`src/rtl/ids_pkg.sv`:
```
// Shared types and constants of the isotropic diffusion stencil.
// No dependencies; imported by every RTL module of the block.
package ids_pkg;

    localparam int PIX_W       = 16;
    localparam int IDX_W       = 10;
    localparam int KAPPA_W     = 16;
    localparam int SIZE_CFG_W  = 11;
    localparam int CFG_DATA_W  = 16;
    localparam int CFG_IDX_W   = 2;
    localparam int LAP_W       = 19;
    localparam int PROD_W      = 36;
    localparam int FIFO_DEPTH  = 8;

    localparam int DEF_MAX_WIDTH  = 1024;
    localparam int DEF_MAX_HEIGHT = 1024;

    localparam logic [KAPPA_W-1:0]    KAPPA_RST = 16'd6554;
    localparam logic [SIZE_CFG_W-1:0] SIZE_RST  = 11'd1024;

    typedef enum logic [CFG_IDX_W-1:0] {
        CFG_KAPPA  = 2'd0,
        CFG_WIDTH  = 2'd1,
        CFG_HEIGHT = 2'd2
    } ids_cfg_idx_t;

    // What the stencil stages need to know about one accepted pixel
    typedef struct packed {
        logic             emit_a;   // result for the row above
        logic             emit_b;   // copied result for the last row
        logic             border;   // row above is a border pixel
        logic             last_a;
        logic             eof_b;
        logic [IDX_W-1:0] row_a;
        logic [IDX_W-1:0] row_b;
        logic [IDX_W-1:0] col;
        logic [PIX_W-1:0] pix;
    } ids_tag_t;

    typedef struct packed {
        logic [PIX_W-1:0] pix;
        logic [IDX_W-1:0] row;
        logic [IDX_W-1:0] col;
        logic             last;
        logic             eof;
    } ids_result_t;

endpackage

```
`src/rtl/ids_stencil_core.sv`:
```
// Stencil arithmetic: forwarding and Laplacian, multiply by kappa, shift and saturate.
// Three stages after the line store read. Uses ids_pkg.
module ids_stencil_core
    import ids_pkg::*;
#(
    parameter int AW = $clog2(DEF_MAX_WIDTH)
)
(
    input  logic               clk,
    input  logic               rst_n,
    input  logic               take,
    input  ids_tag_t           tag_in,
    input  logic [AW-1:0]      col_in,
    input  logic [KAPPA_W-1:0] kappa,
    input  logic [PIX_W-1:0]   new_c_rd,
    input  logic [PIX_W-1:0]   new_e_rd,
    input  logic [PIX_W-1:0]   old_rd,
    output logic               old_we,
    output logic [AW-1:0]      old_waddr,
    output logic [PIX_W-1:0]   old_wdata,
    output logic               push_a,
    output logic               push_b,
    output ids_result_t        res_a,
    output ids_result_t        res_b
);

    logic                     s1_valid_reg;
    ids_tag_t                 s1_tag_reg;
    logic [AW-1:0]            s1_col_reg;
    logic                     s1_fwd_reg;
    logic                     s1_fwd_next;
    logic [PIX_W-1:0]         prev_reg;

    logic                     s2_valid_reg;
    ids_tag_t                 s2_tag_reg;
    logic [PIX_W-1:0]         s2_centre_reg;
    logic signed [LAP_W-1:0]  s2_lap_reg;

    logic                     s3_valid_reg;
    ids_tag_t                 s3_tag_reg;
    logic [PIX_W-1:0]         s3_centre_reg;
    logic signed [PROD_W-1:0] s3_prod_reg;

    logic [PIX_W-1:0]         centre;
    logic [PIX_W-1:0]         north;
    logic [LAP_W-2:0]         sum4;
    logic [LAP_W-2:0]         centre4;
    logic signed [LAP_W-1:0]  lap;
    logic signed [PROD_W-1:0] prod;
    logic signed [PROD_W-17:0] delta;
    logic signed [PROD_W-15:0] sum_res;
    logic [PIX_W-1:0]         smoothed;

    // older line write of the item in stage 1 collides with a read issued now
    assign s1_fwd_next = take && s1_valid_reg && (s1_col_reg == col_in);

    assign centre  = new_c_rd;
    assign north   = s1_fwd_reg ? prev_reg : old_rd;
    assign sum4    = (LAP_W-1)'(north) + (LAP_W-1)'(prev_reg)
                   + (LAP_W-1)'(new_e_rd) + (LAP_W-1)'(s1_tag_reg.pix);
    assign centre4 = {centre, 2'b00};
    assign lap     = $signed({1'b0, sum4}) - $signed({1'b0, centre4});

    assign old_we    = s1_valid_reg;
    assign old_waddr = s1_col_reg;
    assign old_wdata = centre;

    always_ff @(posedge clk or negedge rst_n)
    begin
        if (!rst_n)
        begin
            s1_valid_reg <= 1'b0;
            s2_valid_reg <= 1'b0;
            s3_valid_reg <= 1'b0;
            prev_reg     <= '0;
        end
        else
        begin
            s1_valid_reg <= take;
            s2_valid_reg <= s1_valid_reg;
            s3_valid_reg <= s2_valid_reg;
            if (s1_valid_reg)
            begin
                prev_reg <= centre;
            end
        end
    end

    always_ff @(posedge clk)
    begin
        if (take)
        begin
            s1_tag_reg <= tag_in;
            s1_col_reg <= col_in;
            s1_fwd_reg <= s1_fwd_next;
        end
        s2_tag_reg    <= s1_tag_reg;
        s2_centre_reg <= centre;
        s2_lap_reg    <= lap;
        s3_tag_reg    <= s2_tag_reg;
        s3_centre_reg <= s2_centre_reg;
        s3_prod_reg   <= prod;
    end

    assign prod = $signed({1'b0, kappa}) * s2_lap_reg;

    // arithmetic shift floors toward minus infinity
    assign delta   = s3_prod_reg[PROD_W-1:16];
    assign sum_res = $signed({5'b0, s3_centre_reg}) + (PROD_W-14)'(delta);

    always_comb
    begin
        priority if (sum_res < 0)
            smoothed = '0;
        else if (sum_res > $signed((PROD_W-14)'(16'hFFFF)))
            smoothed = '1;
        else
            smoothed = sum_res[PIX_W-1:0];
    end

    assign push_a = s3_valid_reg && s3_tag_reg.emit_a;
    assign push_b = s3_valid_reg && s3_tag_reg.emit_b;

    always_comb
    begin
        res_a.pix  = s3_tag_reg.border ? s3_centre_reg : smoothed;
        res_a.row  = s3_tag_reg.row_a;
        res_a.col  = s3_tag_reg.col;
        res_a.last = s3_tag_reg.last_a;
        res_a.eof  = 1'b0;
        res_b.pix  = s3_tag_reg.pix;
        res_b.row  = s3_tag_reg.row_b;
        res_b.col  = s3_tag_reg.col;
        res_b.last = 1'b1;
        res_b.eof  = s3_tag_reg.eof_b;
    end

endmodule

```
`config.mk`:
```
export PLATFORM = sky130hd
export DESIGN_NAME = ids_stencil_core
export DESIGN_NICKNAME = d
export VERILOG_FILES = /design/src/rtl/ids_pkg.sv /design/src/rtl/ids_stencil_core.sv
export SDC_FILE = /design/constraint.sdc
export NUM_CORES = 1
export LEC_CHECK = 0
export ABC_AREA = 1
export BUFFER_PORTS_ARGS = -buffer_cell sky130_fd_sc_hd__buf_2
export CAP_MARGIN = 10
export CORE_UTILIZATION = 56
export CTS_BUF_LIST = sky130_fd_sc_hd__clkbuf_8
export CTS_CLUSTER_DIAMETER = 200
export DETAILED_ROUTE_END_ITERATION = 10
export PLACE_DENSITY = 0.76
export SLEW_MARGIN = 20
export SYNTH_ARGS = -nofsm -noshare
export SYNTH_HDL_FRONTEND = slang
export SYNTH_SLANG_ARGS = --single-unit
```
`constraint.sdc`:
```
create_clock -name clk -period 6.3 [get_ports clk]
set_clock_uncertainty 0.2 [all_clocks]
set_input_delay 0.63 -clock clk [delete_from_list [all_inputs] [get_ports clk]]
set_output_delay 0.63 -clock clk [all_outputs]
set_load 0.02 [all_outputs]
```
Yosys cells after proc, flatten, opt, wreduce, memory -nomap -nowiden --
Cells that the tools add are included. W data, S select, Z words.
Storage, ports and cells: output and inout port bits 105, logic and storage cells 54, bits in registers 270, input port bits 128
Operators by class: multiplexer cells 4, $lt $le $gt $ge 2, multipliers 1, equal/unequal tests 1, reduce and logical (&&, ||, !) cells 4, $add $sub $neg 5
Operators with widths (count):
- $mux W16 | 4
- $mul A17 B19 Y36 | 1
- $add A17 B20 Y21 | 1
- $gt A21 B17 Y1 const B | 1
- $lt A21 B1 Y1 const B | 1
- $sub A18 B18 Y19 | 1
- $add A17 B16 Y18 | 1
- $add A18 B16 Y18 | 1
- $add A16 B16 Y17 | 1
- $eq A10 B10 Y1 | 1
- $logic_and A1 B1 Y1 | 4

Logic depth before layout (Yosys ltp) --
Gate-level depths: netlist of the first run.
word-level depth 5, depth in mapped cells 27, mapped depth without buffers 26

Least setup slack after synthesis of the first run --
Ideal clock, no wire load.
path kind input to register, start in kappa[3], end reg s3_prod_reg[34], path buffers 2, library setup time 0.072 ns, data arrival time 5.856 ns, required time 6.028 ns, path slack 0.172 ns, stages on the path 20, cell sequence clkbuf_1 -> clkbuf_1 -> nand2_1 -> fa_1 -> fa_1 -> inv_1 -> fa_1 -> fa_1 -> fa_1 -> inv_1 -> fa_1 -> inv_1 -> ha_1 -> nand2_1 -> nor2_1 -> inv_1 -> nor4_1 -> nand4_1 -> nand2_1 -> xor2_1
Between the ends: word-level cells in the longest chain between the ends 1
Ends and longest elaborated chain:
- start, declared | line ids_stencil_core.sv:14 | input logic [KAPPA_W-1:0] kappa,
- $mul A17 B19 Y36 | line ids_stencil_core.sv:105 | assign prod = $signed({1'b0, kappa}) * s2_lap_reg;
- via prod[34] | line ids_stencil_core.sv:49 | logic signed [PROD_W-1:0] prod;
- end signal, assigned | line ids_stencil_core.sv:102 | s3_prod_reg <= prod;
- end, declared | line ids_stencil_core.sv:42 | logic signed [PROD_W-1:0] s3_prod_reg;
The timed path passes the listed nets, and every way through them passes these cells. A chain may end at the register's enable or synchronous reset.

Worst setup path in the final report of the first run --
start reg s2_lap_reg[18], end reg s3_prod_reg[32]
Between the ends: word-level cells in the longest chain between the ends 1
Ends and longest elaborated chain:
- start, declared | line ids_stencil_core.sv:37 | logic signed [LAP_W-1:0] s2_lap_reg;
- start signal, assigned | line ids_stencil_core.sv:99 | s2_lap_reg <= lap;
- $mul A17 B19 Y36 | line ids_stencil_core.sv:105
- via prod[32] | line ids_stencil_core.sv:49
The timed path passes the listed nets, and every way through them passes these cells.

==> metrics, run 1 <==
status=finished, final reports clean; vias in the first global route=17500; Bufs and invs on worst path=4; Worst EP arrival=6300 ps; Placer Congestion=0.908; setup repair bufs after CTS=0; CP most frequent cell=fa_1; Tcrit/Tclk final=95.9%; Worst Hold Endpoint=s2_centre_reg[6]$_DFF_P_; antenna violations before repair=4; Mapped Cells=2480; final setup TNS=0 ps; critical path class=reg2reg; worst skew pair latency=560 ps; die width=200 µm; Multi-input gate area=0.0129 mm²; FF-to-FF path depth=20; min-delay worst type=in2reg; slowest stage cell, crit path=fa_1; Setup-failing EPs final=0; Hold Violations, Final=0; Hold Path Stages=1; adder-cell share of the synthesized area=39.2%; H-Tree Depth=2; area leader, netlist=fa_1; Core Area=0.0387 mm²; Mapped Area=0.0220 mm²; reg2reg end=s3_prod_reg[32]$_DFF_P_; layout cells sized above 1=13.4%; Ports=233; Post-synth EDFFs=62; RSZ-0062 raised after global routing=no; clock sink count=254; Syn Area/Cell=8.87 µm²; Total Routed Length=50900 µm; Yosys top cell area share=31.9%; Port Buf Inserts=230; DRT antenna net count=0; count of pins over their slew limit=0; DR vias=15900; Detail Placement HPWL=42300 µm; Distinct cells, synth=42; wire per inst=15.8 µm; Synthesized Nets=3087; clock-pin slew on the worst setup and hold paths=60 ps; Post-Synth Simple-Gate Area=12.8%; fillers=3276; Setup crit end kind=flip-flop; Synth-to-Final Area Change=10.5%; Synth area leaders=fa_1, dfxtp_1, inv_1, nand2_1, edfxtp_1; CTS tree=yes; die height=200 µm; largest family of logic cells by synthesized area=adder cells; register area share after synthesis=26.4%; row cnt=72; Rel. slew slack=28.9%; Least-Margin Pin Slew=1070 ps; Max Cap Viol=0; GRT overflow=0; Main synth FF type=dfxtp_1; Residual DRC=0; asr flop ratio synth=7.48%; worst slack, placed=-60.8 ps; CP Cell Sequence=buf_4 -> nand2_1 -> fa_1 -> fa_1 -> inv_1 -> fa_1 -> fa_1 -> fa_1 -> inv_1 -> fa_1 -> inv_1 -> ha_1 -> a21oi_1 -> o21ai_0 -> nand2_1 -> o211ai_1 -> a31oi_1 -> nand2_1 -> nand2_1 -> nand2_1; Iteration-0 DRC Markers=736; mux contribution to synthesized area=0%; Worst path max stage delay=570 ps; starting density of the core=56.8%; Storage cell area=0.00580 mm²; Worst Hold Launch=new_c_rd[6]; largest net degree at the start of global routing=65; WP data required=6560 ps; worst r2r src=s2_lap_reg[18]$_DFF_P_; DR vias/cell=4.96; number of buffers on the longest clock path=3; root buffer cell=clkbuf_8; family with the most delay on the worst path=adder cells; YS warnings=0; global-route wire length before repair=84600 µm; TritonCTS Buffers=39; register-to-register path setup slack=260 ps; Yosys reg bits=254; Global Route Usage Sum=26.8%; Total Nets Final=3269; die area=0.0401 mm²; Fmax=166 MHz; Max FO, Critical Path=15; Initial DRT Pass Iterations=5; fin worst setup slack=259 ps; Period minus WS final=6040 ps; CP startpoint kind=flip-flop; Synth Area in XOR/XNOR=2.19%; Synth Area in Compound Gates=4.30%
[synth_stat cells (7+ instances only)]
master	n
a21o_1	8
a21oi_1	75
a31oi_1	7
buf_1	8
buf_4	76
clkbuf_1	68
dfrtp_1	19
dfxtp_1	173
edfxtp_1	62
fa_1	351
ha_1	128
inv_1	654
nand2_1	577
nand3_1	36
nand4_1	11
nor2_1	70
o21ai_0	51
xnor2_1	27
xor2_1	28
[layout by cell type, fill, tap and decap left out, types with 19 or more instances in the layout]
cell and instances:
inv_1 666, nand2_1 577, fa_1 351, buf_2 230, dfxtp_1 172, ha_1 128, a21oi_1 75, nor2_1 70
edfxtp_1 62, buf_4 62, o21ai_0 51, clkbuf_8 44, nand3_1 36, xor2_1 28, xnor2_1 27, dfrtp_1 19
[metrics by stage]
| step | utilization, % | cell area (µm²) | instances | hold slack, ps |
|---|---|---|---|---|
| final | 62.8 | 24300 | 3214 | 34.4 |
| after detailed placement | 60.5 | 23400 | 3138 | 112 |
| after global routing | 62.7 | 24300 | 3212 | 7.81 |
| after global placement | 60.5 | 23400 | 3138 | 110 |
| after floorplan | - | 22000 | 2480 | 110 |
| after CTS | 62.7 | 24300 | 3211 | 0.885 |
[routing by layer]
layer | share of wire [%] | global-route usage (%) | vias to the layer above
met5 | 0.047 | 0 | -
li1 | - | - | 7530
met4 | 4.1 | 11.9 | 4
met2 | 50 | 46.9 | 513
met3 | 6.5 | 5.14 | 139
met1 | 39 | 31.9 | 7754
[timing repair]
action	in CTS	in global routing
hold endpoints to repair	19	0
endpoints found under the setup margin	0	3
resized for setup	0	2
hold buffers	1	0
[final cells by class]
type	instances	share of cell area [%]
Clock buffer	44	2.49
Antenna cell	3	0.0309
Tap cell	518	2.67
Sequential cell	254	23.9
Clock inverter	28	0.983
Timing Repair Buffer	295	6.86
Inverter	654	10.1
Multi-Input combinational cell	1418	53.0
[logic make-up after synthesis]
logic type / Yosys count
flip-flops: 254
adder cells (fa/ha/maj): 479
AND/OR/NAND/NOR: 715
AO/OA/AOI/OAI: 167
XOR/XNOR: 55
buffers and inverters: 808
other: 2
[how the worst max path moves through the flow]
| stage | startpoint | end | slack [ps] | cells past startpoint |
|---|---|---|---|---|
| global placement | kappa[5] | s3_prod_reg[32]$_DFF_P_ | -40 | 20 |
| detailed placement | kappa[6] | s3_prod_reg[34]$_DFF_P_ | -60 | 19 |
| global route | s2_lap_reg[18]$_DFF_P_ | s3_prod_reg[32]$_DFF_P_ | 30 | 20 |
| CTS | s2_lap_reg[15]$_DFF_P_ | s3_prod_reg[35]$_DFF_P_ | 270 | 21 |
| floorplan | kappa[3] | s3_prod_reg[34]$_DFF_P_ | 170 | 20 |
| finish | s2_lap_reg[18]$_DFF_P_ | s3_prod_reg[32]$_DFF_P_ | 260 | 20 |
Power of run 1 is left out: the tool's default activity adds up to more than one toggle a clock period on the data nets, which glitch-free logic cannot reach.
==> run 2, diff against run 1 <==
--- a/config.mk
+++ b/config.mk
@@ -8,11 +8,10 @@
 export ABC_AREA = 1
 export BUFFER_PORTS_ARGS = -buffer_cell sky130_fd_sc_hd__buf_2
 export CAP_MARGIN = 10
-export CORE_UTILIZATION = 56
+export CORE_UTILIZATION = 45
 export CTS_BUF_LIST = sky130_fd_sc_hd__clkbuf_8
 export CTS_CLUSTER_DIAMETER = 200
 export DETAILED_ROUTE_END_ITERATION = 10
-export PLACE_DENSITY = 0.76
 export SLEW_MARGIN = 20
 export SYNTH_ARGS = -nofsm -noshare
 export SYNTH_HDL_FRONTEND = slang
==> metrics, run 2 (synthesized netlist as in run 1, its figures left out) <==
count of pins over their slew limit=0 (unchanged); Worst EP arrival=6190 ps (-110 ps); die area=0.0498 mm² (+24%); Fmax=168 MHz (+1.6%); Placer Congestion=0.880 (-3.2%); vias in the first global route=17100 (-2.2%); Detail Placement HPWL=43700 µm (+3.3%); Ports=233 (unchanged); largest net degree at the start of global routing=56 (-14%); critical path class=reg2reg; commonest non-fill, non-tap cells in the layout=inv_1, nand2_1, fa_1; Synth-to-Final Area Change=11.8%; WP data required=6550 ps (about the same); commonest non-fill, non-tap cell in the layout=inv_1; row cnt=80 (+11%); Max Cap Viol=0 (unchanged); wire per inst=15.7 µm (-0.92%); starting density of the core=45.9% (-11 points); root buffer cell=clkbuf_8; setup repair bufs after CTS=0 (unchanged); Setup-failing EPs final=0 (unchanged); DRT antenna net count=0 (unchanged); DR vias/cell=4.74 (-4.4%); TritonCTS Buffers=41 (+5.1%); H-Tree Depth=2 (unchanged); clock-pin slew on the worst setup and hold paths=70 ps (about the same); Residual DRC=0 (unchanged); Least-Margin Pin Slew=1020 ps (-45.7 ps); CTS tree=yes; Tcrit/Tclk final=94.3% (-1.5 points); final setup TNS=0 ps (unchanged); Max FO, Critical Path=6 (-9); GRT overflow=0 (unchanged); Core Area=0.0479 mm² (+24%); Total Routed Length=52200 µm (+2.5%); Hold Violations, Final=0 (unchanged); global-route wire length before repair=86300 µm (+1.9%); Initial DRT Pass Iterations=5 (unchanged); die height=223 µm (+11%); Total Nets Final=3281 (+0.37%); DR vias=15800 (-1.1%); Port Buf Inserts=230 (unchanged); number of buffers on the longest clock path=3 (unchanged); Rel. slew slack=31.9% (+3.0 points); Global Route Usage Sum=22.1% (-4.7 points); layout cells sized above 1=13.9% (+0.52 points); antenna violations before repair=8 (+4); Setup crit end kind=flip-flop; worst skew pair latency=550 ps (about the same); clock sink count=254 (unchanged); RSZ-0062 raised after global routing=no; status=finished, final reports clean; CP startpoint kind=flip-flop; min-delay worst type=in2reg; die width=223 µm (+11%); Iteration-0 DRC Markers=824 (+12%); Period minus WS final=5940 ps (-97.6 ps)
## run 2: cell types whose count changed in the layout (fill, tap and decap cells not counted), sizes merged
cell	previous run	this run
clkbuf	44	48
dlygate4sd3	1	3
clkinv	6	11
buf	294	302
inv	667	663
clkinvlp	5	4
## run 2: final cells by class
cell class	count	area (µm²)
sequential	254	5800
antenna	3	7.51
fill	4567	23300
clock inverter	28	262
inverter	654	2460
timing repair buffer	305	1770
clock buffer	48	661
multi-input combinational	1418	12900
tap	615	769
## run 2: critical path, cell delays in order, from the launching register on
cell and delay, ps:
dfxtp_1 590, nand2_1 150, fa_1 550, fa_1 520, fa_1 510, inv_1 50, fa_1 540, fa_1 520
inv_1 50, fa_1 480, inv_1 40, ha_1 350, nand2_1 190, nor2_1 70, nor2_1 170, a21boi_1 330
nand2_1 200, nand2_1 120, nand2_1 50, nand2_1 60, nand2_1 80
## run 2: per-layer routing
layer / vias to the layer above / part of all wire, % / global-route usage (%)
met4: 8 / 2.4 / 6.23
met3: 94 / 5.2 / 3.40
met1: 7713 / 43 / 28.4
li1: 7551 / - / -
met5: - / 0.10 / 0
met2: 398 / 50 / 38.5
## run 2: final timing paths
path,from,end,slack (ps),cells past startpoint
max in group asynchronous,rst_n,prev_reg[0]$_DFFE_PN0P_,5110,2
min in group asynchronous,rst_n,prev_reg[15]$_DFFE_PN0P_,400,2
setup reg to reg,s2_lap_reg[16]$_DFF_P_,s3_prod_reg[23]$_DFF_P_,360,20
setup / recovery,s2_lap_reg[16]$_DFF_P_,s3_prod_reg[23]$_DFF_P_,360,20
hold / removal,tag_in[48],s1_tag_reg[48]$_DFFE_PP_,40,1
hold reg to reg,s2_tag_reg[4]$_DFF_P_,res_b[26]$_DFF_P_,110,0
## run 2: timing repair
action | in CTS | in global routing
gates resized for setup | 0 | 3
hold buffers | 3 | 0
endpoints found under the hold margin | 21 | 0
endpoints found under the setup margin | 0 | 7
## run 2: metrics by stage
stage          std cells  worst slack, ps  area (µm²)  hold slack, ps  utilization, %
6_report            3325              356       24600            40.4            51.3
5_1_grt             3324             38.8       24600            1.72            51.3
4_1_cts             3322              223       24600            1.43            51.3
3_5_place_dp        3243            -66.9       23600             112            49.3
3_3_place_gp        3243            -16.3       23600             110            49.3
2_1_floorplan       2480              172       22000             110               -
Power of run 2 is left out for the same reason.
